`src/hdl/efe_pkg.sv`:
```
package efe_pkg;

   localparam int unsigned RUN_MAX = 7;
   localparam int unsigned CNT_W   = $clog2(RUN_MAX + 1);

   localparam logic [7:0] FRM_START = 8'hAA;
   localparam logic [7:0] FRM_END   = 8'h55;
   localparam logic [7:0] FRM_ESC   = 8'hFD;
   localparam logic [7:0] ESC_START = 8'h02;
   localparam logic [7:0] ESC_END   = 8'h01;
   localparam logic [7:0] ESC_ESC   = 8'h00;

   localparam logic FUNC_HEADER = 1'b0;
   localparam logic FUNC_DATA   = 1'b1;

   typedef logic [RUN_MAX-1:0][7:0] byte_list_type;

   // bytes caused by one input item, in wire order
   typedef struct packed {
      byte_list_type    bytes;
      logic [CNT_W-1:0] count;
      logic             closes;
   } run_type;

   function automatic run_type append_byte(run_type r, logic [7:0] b);
      run_type o;
      o = r;
      o.bytes[r.count[CNT_W-1:0]] = b;
      o.count = r.count + CNT_W'(1);
      return o;
   endfunction

   function automatic run_type append_esc(run_type r, logic [7:0] b);
      run_type o;
      o = r;
      case (b)
         FRM_START: begin
            o = append_byte(o, FRM_ESC);
            o = append_byte(o, ESC_START);
         end
         FRM_END: begin
            o = append_byte(o, FRM_ESC);
            o = append_byte(o, ESC_END);
         end
         FRM_ESC: begin
            o = append_byte(o, FRM_ESC);
            o = append_byte(o, ESC_ESC);
         end
         default: begin
            o = append_byte(o, b);
         end
      endcase
      return o;
   endfunction

endpackage

```
`src/hdl/efe_encode.sv`:
```
module efe_encode
   import efe_pkg::*;
(
   input  logic       clock,
   input  logic       reset,
   input  logic       accept,
   input  logic       func,
   input  logic [7:0] cmd_code,
   input  logic [7:0] payload_len,
   input  logic [7:0] data_byte,
   output logic       push,
   output run_type    run
);

   logic [7:0] bcc_acc_ff, bcc_acc_in;
   logic [7:0] bytes_left_ff, bytes_left_in;
   logic       in_frame_ff, in_frame_in;

   logic [7:0] bcc_next;
   logic [7:0] left_next;
   logic       close;

   always_comb begin
      run = '0;
      bcc_next = '0;
      left_next = '0;
      close = 1'b0;
      if (func == FUNC_HEADER) begin
         run = append_byte(run, FRM_START);
         run = append_esc(run, cmd_code);
         run = append_esc(run, payload_len);
         bcc_next = cmd_code ^ payload_len;
         left_next = payload_len;
      end else begin
         run = append_esc(run, data_byte);
         bcc_next = bcc_acc_ff ^ data_byte;
         left_next = bytes_left_ff - 8'd1;
      end
      close = (left_next == 8'd0);
      if (close) begin
         run = append_esc(run, bcc_next);
         run = append_byte(run, FRM_END);
         run.closes = 1'b1;
      end
   end

   assign push = accept && ((func == FUNC_HEADER) || in_frame_ff);

   always_comb begin
      bcc_acc_in = bcc_acc_ff;
      bytes_left_in = bytes_left_ff;
      in_frame_in = in_frame_ff;
      if (push) begin
         if (close) begin
            bcc_acc_in = '0;
            bytes_left_in = '0;
            in_frame_in = 1'b0;
         end else begin
            bcc_acc_in = bcc_next;
            bytes_left_in = left_next;
            in_frame_in = 1'b1;
         end
      end
   end

   always_ff @(posedge clock) begin
      if (reset) begin
         bcc_acc_ff <= '0;
         bytes_left_ff <= '0;
         in_frame_ff <= 1'b0;
      end else begin
         bcc_acc_ff <= bcc_acc_in;
         bytes_left_ff <= bytes_left_in;
         in_frame_ff <= in_frame_in;
      end
   end

endmodule

```
`src/hdl/efe_emit.sv`:
```
module efe_emit
   import efe_pkg::*;
(
   input  logic       clock,
   input  logic       reset,
   input  logic       push,
   input  run_type    run,
   output logic       take_ready,
   output logic       rsp_valid,
   input  logic       rsp_ready,
   output logic [7:0] rsp_out_byte,
   output logic       rsp_run_last,
   output logic       rsp_frame_end
);

   logic             pend_valid_ff, pend_valid_in;
   run_type          pend_ff, pend_in;
   logic             cur_valid_ff, cur_valid_in;
   run_type          cur_ff, cur_in;
   logic [CNT_W-1:0] idx_ff, idx_in;

   logic last;
   logic beat;
   logic cur_free;

   assign last = (idx_ff == cur_ff.count - CNT_W'(1));
   assign beat = cur_valid_ff && rsp_ready;
   assign cur_free = !cur_valid_ff || (beat && last);
   assign take_ready = !pend_valid_ff || cur_free;

   assign rsp_valid = cur_valid_ff;
   assign rsp_out_byte = cur_ff.bytes[idx_ff];
   assign rsp_run_last = last;
   assign rsp_frame_end = last && cur_ff.closes;

   always_comb begin
      pend_valid_in = pend_valid_ff;
      pend_in = pend_ff;
      cur_valid_in = cur_valid_ff;
      cur_in = cur_ff;
      idx_in = idx_ff;
      if (cur_free) begin
         cur_valid_in = pend_valid_ff;
         cur_in = pend_ff;
         idx_in = '0;
      end else if (beat) begin
         idx_in = idx_ff + CNT_W'(1);
      end
      if (take_ready) begin
         pend_valid_in = push;
         pend_in = run;
      end
   end

   always_ff @(posedge clock) begin
      if (reset) begin
         pend_valid_ff <= 1'b0;
         cur_valid_ff <= 1'b0;
         idx_ff <= '0;
      end else begin
         pend_valid_ff <= pend_valid_in;
         cur_valid_ff <= cur_valid_in;
         idx_ff <= idx_in;
      end
   end

   always_ff @(posedge clock) begin
      pend_ff <= pend_in;
      cur_ff <= cur_in;
   end

`ifndef ASSERT_OFF
   a_idx_in_run: assert property (@(posedge clock) disable iff (reset)
      cur_valid_ff |-> (idx_ff < cur_ff.count))
      else $error("byte index past end of run");

   a_run_nonempty: assert property (@(posedge clock) disable iff (reset)
      pend_valid_ff |-> (pend_ff.count != '0))
      else $error("empty run queued");

   a_end_byte: assert property (@(posedge clock) disable iff (reset)
      (rsp_valid && rsp_frame_end) |-> (rsp_out_byte == FRM_END && rsp_run_last))
      else $error("frame end flag on wrong byte");

   a_idx_advance: assert property (@(posedge clock) disable iff (reset)
      (beat && !last) |=> (idx_ff == $past(idx_ff) + CNT_W'(1)))
      else $error("byte index did not advance");
`endif

endmodule

```
`src/hdl/escaped_frame_encoder_bcc.sv`:
```
// escaped frame encoder with xor block check
//
// req channel: one beat per item. req_func low is a header (req_cmd_code,
// req_payload_len), high is a payload byte (req_data_byte). rsp channel: one
// encoded wire byte per beat, with rsp_run_last on the final byte caused by
// an item and rsp_frame_end on the closing 0x55.
//
// an accepted item is encoded into a run of 1 to 7 bytes held in a pending
// register; the run moves to the output register when the previous run has
// been fully taken. with the output free, a run goes from the pending
// register to the output register before its first byte appears. the single
// rsp port sets the rate: an item holds the output until its bytes are taken,
// 1 for a plain payload byte, 2 for an escaped one, up to 7 for a header of
// an empty frame. payload beats while no frame is open are taken and dropped.
//
// reset clears the frame state (checksum, byte count, open flag) and both run
// valid flags. while the receiver stalls, the current byte holds and one more
// item can be taken into the pending register before req_ready drops.
module escaped_frame_encoder_bcc
   import efe_pkg::*;
(
   input  logic       clock,
   input  logic       reset,
   input  logic       req_valid,
   output logic       req_ready,
   input  logic       req_func,
   input  logic [7:0] req_cmd_code,
   input  logic [7:0] req_payload_len,
   input  logic [7:0] req_data_byte,
   output logic       rsp_valid,
   input  logic       rsp_ready,
   output logic [7:0] rsp_out_byte,
   output logic       rsp_run_last,
   output logic       rsp_frame_end
);

   logic    accept;
   logic    push;
   run_type run;

   assign accept = req_valid && req_ready;

   efe_encode u_encode (
      .clock       (clock),
      .reset       (reset),
      .accept      (accept),
      .func        (req_func),
      .cmd_code    (req_cmd_code),
      .payload_len (req_payload_len),
      .data_byte   (req_data_byte),
      .push        (push),
      .run         (run)
   );

   efe_emit u_emit (
      .clock         (clock),
      .reset         (reset),
      .push          (push),
      .run           (run),
      .take_ready    (req_ready),
      .rsp_valid     (rsp_valid),
      .rsp_ready     (rsp_ready),
      .rsp_out_byte  (rsp_out_byte),
      .rsp_run_last  (rsp_run_last),
      .rsp_frame_end (rsp_frame_end)
   );

endmodule

```
`config.mk`:
```
export PLATFORM = sky130hd
export DESIGN_NAME = escaped_frame_encoder_bcc
export DESIGN_NICKNAME = d
export VERILOG_FILES = /design/src/hdl/efe_pkg.sv /design/src/hdl/efe_encode.sv /design/src/hdl/efe_emit.sv /design/src/hdl/escaped_frame_encoder_bcc.sv
export SDC_FILE = /design/constraint.sdc
export NUM_CORES = 1
export LEC_CHECK = 0
export ABC_CLOCK_PERIOD_IN_PS = 4430
export BUFFER_PORTS_ARGS = -buffer_cell sky130_fd_sc_hd__buf_2
export CAP_MARGIN = 40
export CORE_MARGIN = 4
export CORE_UTILIZATION = 30
export DETAILED_ROUTE_END_ITERATION = 8
export PLACE_DENSITY_LB_ADDON = 0.05
export SYNTH_ARGS = -nofsm -noshare
export SYNTH_HDL_FRONTEND = slang
export SYNTH_HIERARCHICAL = 1
export SYNTH_SLANG_ARGS = --single-unit
```
`constraint.sdc`:
```
create_clock -name clock -period 4.43 [get_ports clock]
set_clock_uncertainty 0.1 [all_clocks]
set_input_delay 0.6645 -clock clock [delete_from_list [all_inputs] [get_ports clock]]
set_output_delay 0.6645 -clock clock [all_outputs]
set_load 0.01 [all_outputs]
```
==> results.md, run 1 <==
* Number of maximum-capacitance constraint violations at 0
* Initial standard-cell utilization of the core at 30.8%
* TritonCTS clock tree: yes
* Required time of the worst setup path at 4.50 ns
* Drt drc at 0
* Critical path peak fanout at 4
* Endpoint of the most critical register-to-register path: u_emit/pend_ff[30]
* Largest net degree at the start of global routing at 36
* Async set-reset flop share out of synthesis at 0%
* Number of cells traversed by the worst hold path at 0
* Per-instance average area after synthesis at 11.5 µm²
* Cells taking the most area after synthesis: sky130_fd_sc_hd__edfxtp_1 (51%), sky130_fd_sc_hd__dfxtp_1 (6.2%), sky130_fd_sc_hd__nor2_1 (4.2%), sky130_fd_sc_hd__mux2i_1 (2.8%), sky130_fd_sc_hd__xnor2_1 (2.6%)
* Worst Tran Pin Value at 0.764 ns
* Global-route wire length before repair at 30.1 mm
* Part of the cycle the worst path needs at 83.7%
* Final hold vios at 0
* Cell count after synthesis at 611
* Most used cells in the layout excluding fill and tap cells: sky130_fd_sc_hd__edfxtp_1 (120), sky130_fd_sc_hd__nor2_1 (78), sky130_fd_sc_hd__nand2_1 (45)
* Final-layout fill cell count at 2272
* Worst hold-check path type: reg2reg
* Cell area power density at 429 nW/µm²
* Post-DR wirelength/cell at 19.7 µm
* Io pins at 41
* Number of antenna violations at the first check in global routing at 0
* Overall routing resource usage at 15.2%
* Number of setup violations in the final report at 0
* Startpoint of the worst-slack reg-to-reg timing path: u_encode/bytes_left_ff[0]
* Total clock buffers created by CTS at 17
* Hold wc startpoint: u_emit/pend_ff[46]
* Cells along the critical path: buf_2 -> or4b_1 -> mux2_2 -> o21bai_2 -> xor2_1 -> o21ai_0 -> inv_1 -> ha_1 -> mux2i_1 -> ha_1 -> or2b_1 -> mux2i_1 -> mux2_2
* Total Nets Final at 695
* Kind of start point of the critical path: input port
* Primary FF master, synth: sky130_fd_sc_hd__edfxtp_1
* Die width at 161 µm
* Total of hold buffers inserted after clock tree synthesis at 0
* Longest Clk Path Bufs at 2
* Reg2Reg Setup Slack at 1.03 ns
* Maximum clock frequency at 270 MHz
* DIE AREA at 26000 µm²
* Unique cell type count in the Yosys netlist at 73
* Routability-driven placement congestion ratio at 0.835
* Utilization after layout at 36.4%
* Crit path DAT at 3.77 ns
* Number of global-route vias before repair at 5150
* Setup total negative slack at 0 ns
* Total number of vias at 4954
* Worst r2r path cells at 10
* End of the worst hold path: u_emit/cur_ff[46]
* Clock tree root driver cell: sky130_fd_sc_hd__clkbuf_16
* Detailed Route WL at 19.4 mm
* # H-tree levels at 4
* Critical Path Max Stage Delay at 0.55 ns
* Clock transition at the registers of the reported paths at 0.06 ns
* Slew HR at 48.9%
* Number of sinks driven by the clock tree at 142
* Final slew viol count at 0
* Count of buffers inserted at the top-level ports at 40
* Critical-path cell with the highest stage delay: sky130_fd_sc_hd__or4b_1
* Critical path endpoint category: register
* Ant diodes at 0
* Sequential area share after synthesis at 57.3%
* Number of warnings printed during yosys synthesis at 6
* Height of the die at 161 µm
* Share of the synthesized area in the top cell type at 51.1%
* Area of the core region at 22900 µm²
* Synth area leader: sky130_fd_sc_hd__edfxtp_1
* Pre-Repair DR Iteration Count at 4
* Total chip power at 3.58 mW
* Vias per Instance at 5.02
* Post-synthesis to final-layout area growth at 18.2%
* Post-layout minimum cycle time at 3.71 ns
* Number of synthesized flops with an enable pin at 120
* Post CTS Setup Buffer Count at 0
* Number of synthesized register bits at 142
* Crit Path Category: in2reg
* Detailed-placement wirelength estimate at 14.1 mm
* Post-Synthesis Cell Area at 7050 µm²
* Standard-cell rows at 55
* Outcome: finished, final reports clean
* Max VDD drop at 0.215 mV
* Proportion of layout cells with a drive suffix above 1 at 20.2%
* Remaining global-route overflow at 0
* Count of instances resized after the clock tree is built at 0
* Leakage Power at 3.21 nW
* Worst-Skew Late Latency at 0.42 ns
* Leading cell type in the layout, fill and taps excluded: sky130_fd_sc_hd__edfxtp_1
* Initial DRC Count at 332
* Antenna viol nets, final at 0
* Setup repair after global routing missed its margin: no
state kept, by name, indices dropped and copies added, names as in the netlist:
| name | cells |
|---|---|
| u_emit/cur_ff | 60 |
| u_emit/pend_ff | 60 |
| u_encode/bcc_acc_ff | 8 |
| u_encode/bytes_left_ff | 8 |
| u_emit/idx_ff | 3 |
| u_emit/pend_valid_ff | 1 |
| u_emit/rsp_valid | 1 |
| u_encode/in_frame_ff | 1 |
layout make-up:
| cell class | count | area, µm² | area share, % |
|---|---|---|---|
| sequential | 142 | 4040 | 48.5 |
| inverter | 16 | 60.1 | 0.720 |
| tap | 313 | 392 | 4.70 |
| clock buffer | 17 | 425 | 5.10 |
| multi-input combinational | 418 | 2760 | 33.1 |
| timing repair buffer | 66 | 428 | 5.13 |
| clock inverter | 14 | 230 | 2.76 |
power breakdown:
part	internal, mW	switching [mW]	leakage (nW)
sequential	1.56	0.0394	1.53
combinational	0.151	0.233	1.36
clock	1.01	0.584	0.317
logic make-up after synthesis:
family | after synthesis | share of synthesized area (%)
buffers and inverters | 60 | 4.19
adders and majority gates | 5 | 0.887
muxes | 33 | 6.19
other | 1 | 0.0532
DFF | 142 | 57.3
xor gates and xnor gates | 25 | 3.32
and+or+nand+nor | 218 | 15.7
AOI/OAI and AO/OA | 127 | 12.3
synthesized netlist by cell type (4+ instances only):
master / number
sky130_fd_sc_hd__a21boi_0: 4
sky130_fd_sc_hd__a21o_1: 4
sky130_fd_sc_hd__a21oi_1: 29
sky130_fd_sc_hd__a2bb2oi_1: 11
sky130_fd_sc_hd__a31oi_1: 7
sky130_fd_sc_hd__and3_1: 11
sky130_fd_sc_hd__buf_2: 11
sky130_fd_sc_hd__buf_4: 13
sky130_fd_sc_hd__clkbuf_1: 16
sky130_fd_sc_hd__dfxtp_1: 22
sky130_fd_sc_hd__edfxtp_1: 120
sky130_fd_sc_hd__ha_1: 5
sky130_fd_sc_hd__inv_1: 15
sky130_fd_sc_hd__mux2_2: 5
sky130_fd_sc_hd__mux2i_1: 20
sky130_fd_sc_hd__mux4_2: 8
sky130_fd_sc_hd__nand2_1: 45
sky130_fd_sc_hd__nand2b_1: 6
sky130_fd_sc_hd__nand3_1: 16
sky130_fd_sc_hd__nor2_1: 78
sky130_fd_sc_hd__nor2b_1: 4
sky130_fd_sc_hd__nor3_1: 12
sky130_fd_sc_hd__o21ai_0: 12
sky130_fd_sc_hd__o221ai_1: 4
sky130_fd_sc_hd__o22a_1: 5
sky130_fd_sc_hd__o22ai_1: 20
sky130_fd_sc_hd__o31ai_1: 5
sky130_fd_sc_hd__or2_2: 10
sky130_fd_sc_hd__or3_1: 5
sky130_fd_sc_hd__xnor2_1: 21
critical path, delay by kind of cell:
family,cells,cell delay (ns)
AOI/OAI and AO/OA,2,0.52
and+or+nand+nor,2,0.77
muxes,4,0.88
adders and majority gates,2,0.54
xor gates and xnor gates,1,0.13
buffers and inverters,2,0.28
how the worst max path moves through the flow:
stage,startpoint,end,slack (ns),cells after the start
floorplan,u_emit/cur_ff[1],u_encode/bytes_left_ff[5],0.12,11
global placement,req_cmd_code[5],u_emit/pend_ff[3],0.35,13
detailed placement,req_cmd_code[6],u_emit/pend_ff[3],0.33,13
CTS,req_cmd_code[6],u_emit/pend_ff[3],0.75,13
global route,req_cmd_code[6],u_emit/pend_ff[6],0.57,12
finish,req_cmd_code[6],u_emit/pend_ff[3],0.72,13
per-stage QoR:
step	cells	setup slack (ns)	hold WS (ns)	instance area [µm²]
floorplan	620	0.117	0.300	7090
global placement	954	0.352	0.301	7650
detailed placement	955	0.329	0.305	7680
CTS	986	0.753	0.316	8340
global route	986	0.566	0.317	8340
finish	986	0.723	0.315	8340
per-layer routing:
layer  global-route usage, %  vias to the layer above  wire length (µm)
met3                    2.88                       21               669
met1                    20.9                     2462              9370
li1                        -                     2371                 -
met2                    24.3                      100              9030
met4                    4.89                        0               327
met5                       0                        -                 0
(Power assumes the default switching activity.)
==> inputs of run 2 (changes only) <==
- ABC_CLOCK_PERIOD_IN_PS: 4430 -> 3270
- clock period: 4.43 -> 3.27 ns (I/O delays scaled with it)
==> run 2 against run 1 <==
Combinational power rose by 63%; largest power group unchanged; routed wire length rose by 1.7%; register-to-register slack worse by 0.92 ns.
==> results.md, run 2 (same netlist as run 1, synthesis figures left out) <==
* Endpoint of the most critical register-to-register path: u_emit/pend_ff[28]
* Most used cells in the layout excluding fill and tap cells: sky130_fd_sc_hd__edfxtp_1 (120), sky130_fd_sc_hd__buf_4 (108), sky130_fd_sc_hd__nor2_1 (78)
* Count of buffers inserted at the top-level ports at 40 (unchanged)
* Launch point of the worst path: req_cmd_code[6]
* Minimum setup slack after placement at -0.383 ns (-0.712 ns)
* Clock transition at the registers of the reported paths at 0.07 ns (about the same)
* Number of placed instances, taps included at 1043 (+9.2%)
* Area of the core region at 22900 µm² (unchanged)
* Utilization after layout at 39.7% (+3.3 points)
* Detailed-placement wirelength estimate at 14.8 mm (+4.6%)
* Slew HR at 54.4% (+5.4 points)
* Final hold vios at 0 (unchanged)
* Non-Filler Instances at 1075 (+9.0%)
* Pre-Repair DR Iteration Count at 4 (unchanged)
* Remaining global-route overflow at 0 (unchanged)
* Overall routing resource usage at 15.7% (+0.48 points)
* Final slew viol count at 0 (unchanged)
* Number of sinks driven by the clock tree at 142 (unchanged)
* Net switching share of the total power at 26.0% (+2.0 points)
* Critical path peak fanout at 3 (-1)
* # H-tree levels at 4 (unchanged)
* Leading cell type in the layout, fill and taps excluded: sky130_fd_sc_hd__edfxtp_1
* Crit Path Category: in2reg
* Maximum clock frequency at 314 MHz
* Total Nets Final at 783 (+13%)
* Total chip power at 4.80 mW (+34%)
* Ant diodes at 0 (unchanged)
* Post-DR wirelength/cell at 18.4 µm (-6.7%)
* Worst Tran Pin Value at 0.683 ns (-0.0813 ns)
* Height of the die at 161 µm (unchanged)
* Post-layout minimum cycle time at 3.19 ns
* Clock tree root driver cell: sky130_fd_sc_hd__clkbuf_16
* Post-synthesis to final-layout area growth at 29.0%
* Standard-cell rows at 55 (unchanged)
* Io pins at 41 (unchanged)
* Worst r2r path cells at 9 (-1)
* Total clock buffers created by CTS at 17 (unchanged)
* Required time of the worst setup path at 3.34 ns (-1.16 ns)
* Initial DRC Count at 304 (-8.4%)
* Part of the cycle the worst path needs at 97.5%
* Logic gate share of total power at 13.0% (+2.3 points)
* Longest Clk Path Bufs at 2 (unchanged)
* Initial standard-cell utilization of the core at 30.8% (unchanged)
* Max VDD drop at 0.352 mV (+64%)
* Registers with the most flip-flops: u_emit/cur_ff (60), u_emit/pend_ff (60)
* Min setup slack post-route at 0.0825 ns (-0.641 ns)
* Number of antenna violations at the first check in global routing at 0 (unchanged)
* Number of setup violations in the final report at 0 (unchanged)
* Seq pwr share at 45.0% (+0.3 points)
* Die width at 161 µm (unchanged)
* Number of maximum-capacitance constraint violations at 0 (unchanged)
* Proportion of layout cells with a drive suffix above 1 at 32.2% (+12 points)
* Global-route wire length before repair at 31.4 mm (+4.4%)
* Reg2Reg Setup Slack at 0.11 ns (-0.92 ns)
* End point of the critical path: u_emit/pend_ff[3]
* Largest net degree at the start of global routing at 62 (+72%)
* Vias per Instance at 4.81 (-4.2%)
* Worst-Skew Late Latency at 0.43 ns (about the same)
* Detailed Route WL at 19.7 mm (+1.7%)
* Crit path DAT at 3.26 ns (-0.51 ns)
* Total number of vias at 5172 (+4.4%)
* Critical path endpoint category: register
* Drt drc at 0 (unchanged)
* NetSw at 1.25 mW (+46%)
* Outcome: finished, final reports clean
* Startpoint of the worst-slack reg-to-reg timing path: u_encode/bytes_left_ff[0]
* Power share of the clock group at 41.9% (-2.7 points)
* Routability-driven placement congestion ratio at 0.865 (+3.6%)
* Number of global-route vias before repair at 5504 (+6.9%)
* Pint at 3.55 mW (+31%)
* Leakage Power at 3.63 nW (+13%)
* Antenna viol nets, final at 0 (unchanged)
* Cell area power density at 528 nW/µm² (+23%)
* Kind of start point of the critical path: input port
* Worst hold-check path type: reg2reg
* DIE AREA at 26000 µm² (unchanged)
* TritonCTS clock tree: yes
-- run 2: cell types whose count changed in the layout (fill, tap and decap cells not counted), moves of 3 or more --
cell / previous run / this run
sky130_fd_sc_hd__buf_4: 24 / 108
sky130_fd_sc_hd__mux2i_1: 20 / 15
sky130_fd_sc_hd__inv_8: 1 / 5
sky130_fd_sc_hd__mux2i_2: 0 / 4
sky130_fd_sc_hd__buf_12: 1 / 4
sky130_fd_sc_hd__bufinv_16: 5 / 2
sky130_fd_sc_hd__ha_1: 5 / 2
sky130_fd_sc_hd__inv_1: 15 / 12
sky130_fd_sc_hd__inv_2: 0 / 3
sky130_fd_sc_hd__o21ai_0: 12 / 9
-- run 2: metrics by stage --
| stage | instance area (µm²) | hold slack [ns] | setup TNS (ns) |
|---|---|---|---|
| floorplan | 7200 | 0.300 | -19.96 |
| global placement | 8460 | 0.302 | -5.10 |
| detailed placement | 8460 | 0.305 | -5.71 |
| global route | 9100 | 0.316 | -0.00387 |
| finish | 9100 | 0.305 | 0 |
| CTS | 9060 | 0.295 | 0 |
-- run 2: timing repair --
item	4_1_cts	5_1_grt
setup endpoints to repair	0	14
gates resized for setup	0	12
hold buffers	0	0
setup buffers	0	0
-- run 2: layer usage --
metal | global-route usage, % | share of wire (%) | up-vias
li1 | - | - | 2551
met1 | 21.8 | 48 | 2518
met2 | 25.6 | 47 | 88
met3 | 2.45 | 3.7 | 15
met4 | 4.42 | 1.3 | 0
met5 | 0 | 0 | -
-- run 2: how the worst min path moves through the flow --
stage | startpoint | endpoint | slack [ns] | cells after the start
after floorplan | u_emit/pend_ff[0] | u_emit/cur_ff[0] | 0.30 | 0
after detailed placement | u_emit/pend_ff[27] | u_emit/cur_ff[27] | 0.30 | 0
final | u_emit/pend_ff[20] | u_emit/cur_ff[20] | 0.31 | 0
after global placement | u_emit/pend_ff[47] | u_emit/cur_ff[47] | 0.30 | 0
after CTS | rsp_ready | u_emit/idx_ff[0] | 0.30 | 3
after global routing | u_emit/pend_ff[50] | u_emit/cur_ff[50] | 0.32 | 0
-- run 2: power groups by stage --
stage | sequential (mW) | clock, mW | combinational [mW]
detailed placement | 2.20 | 0 | 0.623
floorplan | 2.18 | 0 | 0.373
CTS | 2.17 | 2.07 | 0.625
finish | 2.16 | 2.01 | 0.625
global route | 2.18 | 2.15 | 0.689
global placement | 2.20 | 0 | 0.619
-- run 2: critical path, cell delays in order --
cell and delay [ns]:
sky130_fd_sc_hd__buf_2 0.10, sky130_fd_sc_hd__or4b_4 0.54, sky130_fd_sc_hd__mux2_4 0.29, sky130_fd_sc_hd__o21bai_4 0.14, sky130_fd_sc_hd__xor2_1 0.12, sky130_fd_sc_hd__o21ai_2 0.24, sky130_fd_sc_hd__inv_2 0.09, sky130_fd_sc_hd__ha_4 0.29
sky130_fd_sc_hd__mux2i_4 0.06, sky130_fd_sc_hd__ha_2 0.19, sky130_fd_sc_hd__or2b_1 0.21, sky130_fd_sc_hd__mux2i_1 0.13, sky130_fd_sc_hd__mux2_2 0.35
-- run 2: layout make-up --
class / instances / area, µm²
clock inverter: 15 / 173
inverter: 16 / 60.1
clock buffer: 17 / 425
fill: 2220 / 13800
tap: 313 / 392
multi-input combinational: 418 / 2890
sequential: 142 / 4050
timing repair buffer: 154 / 1110
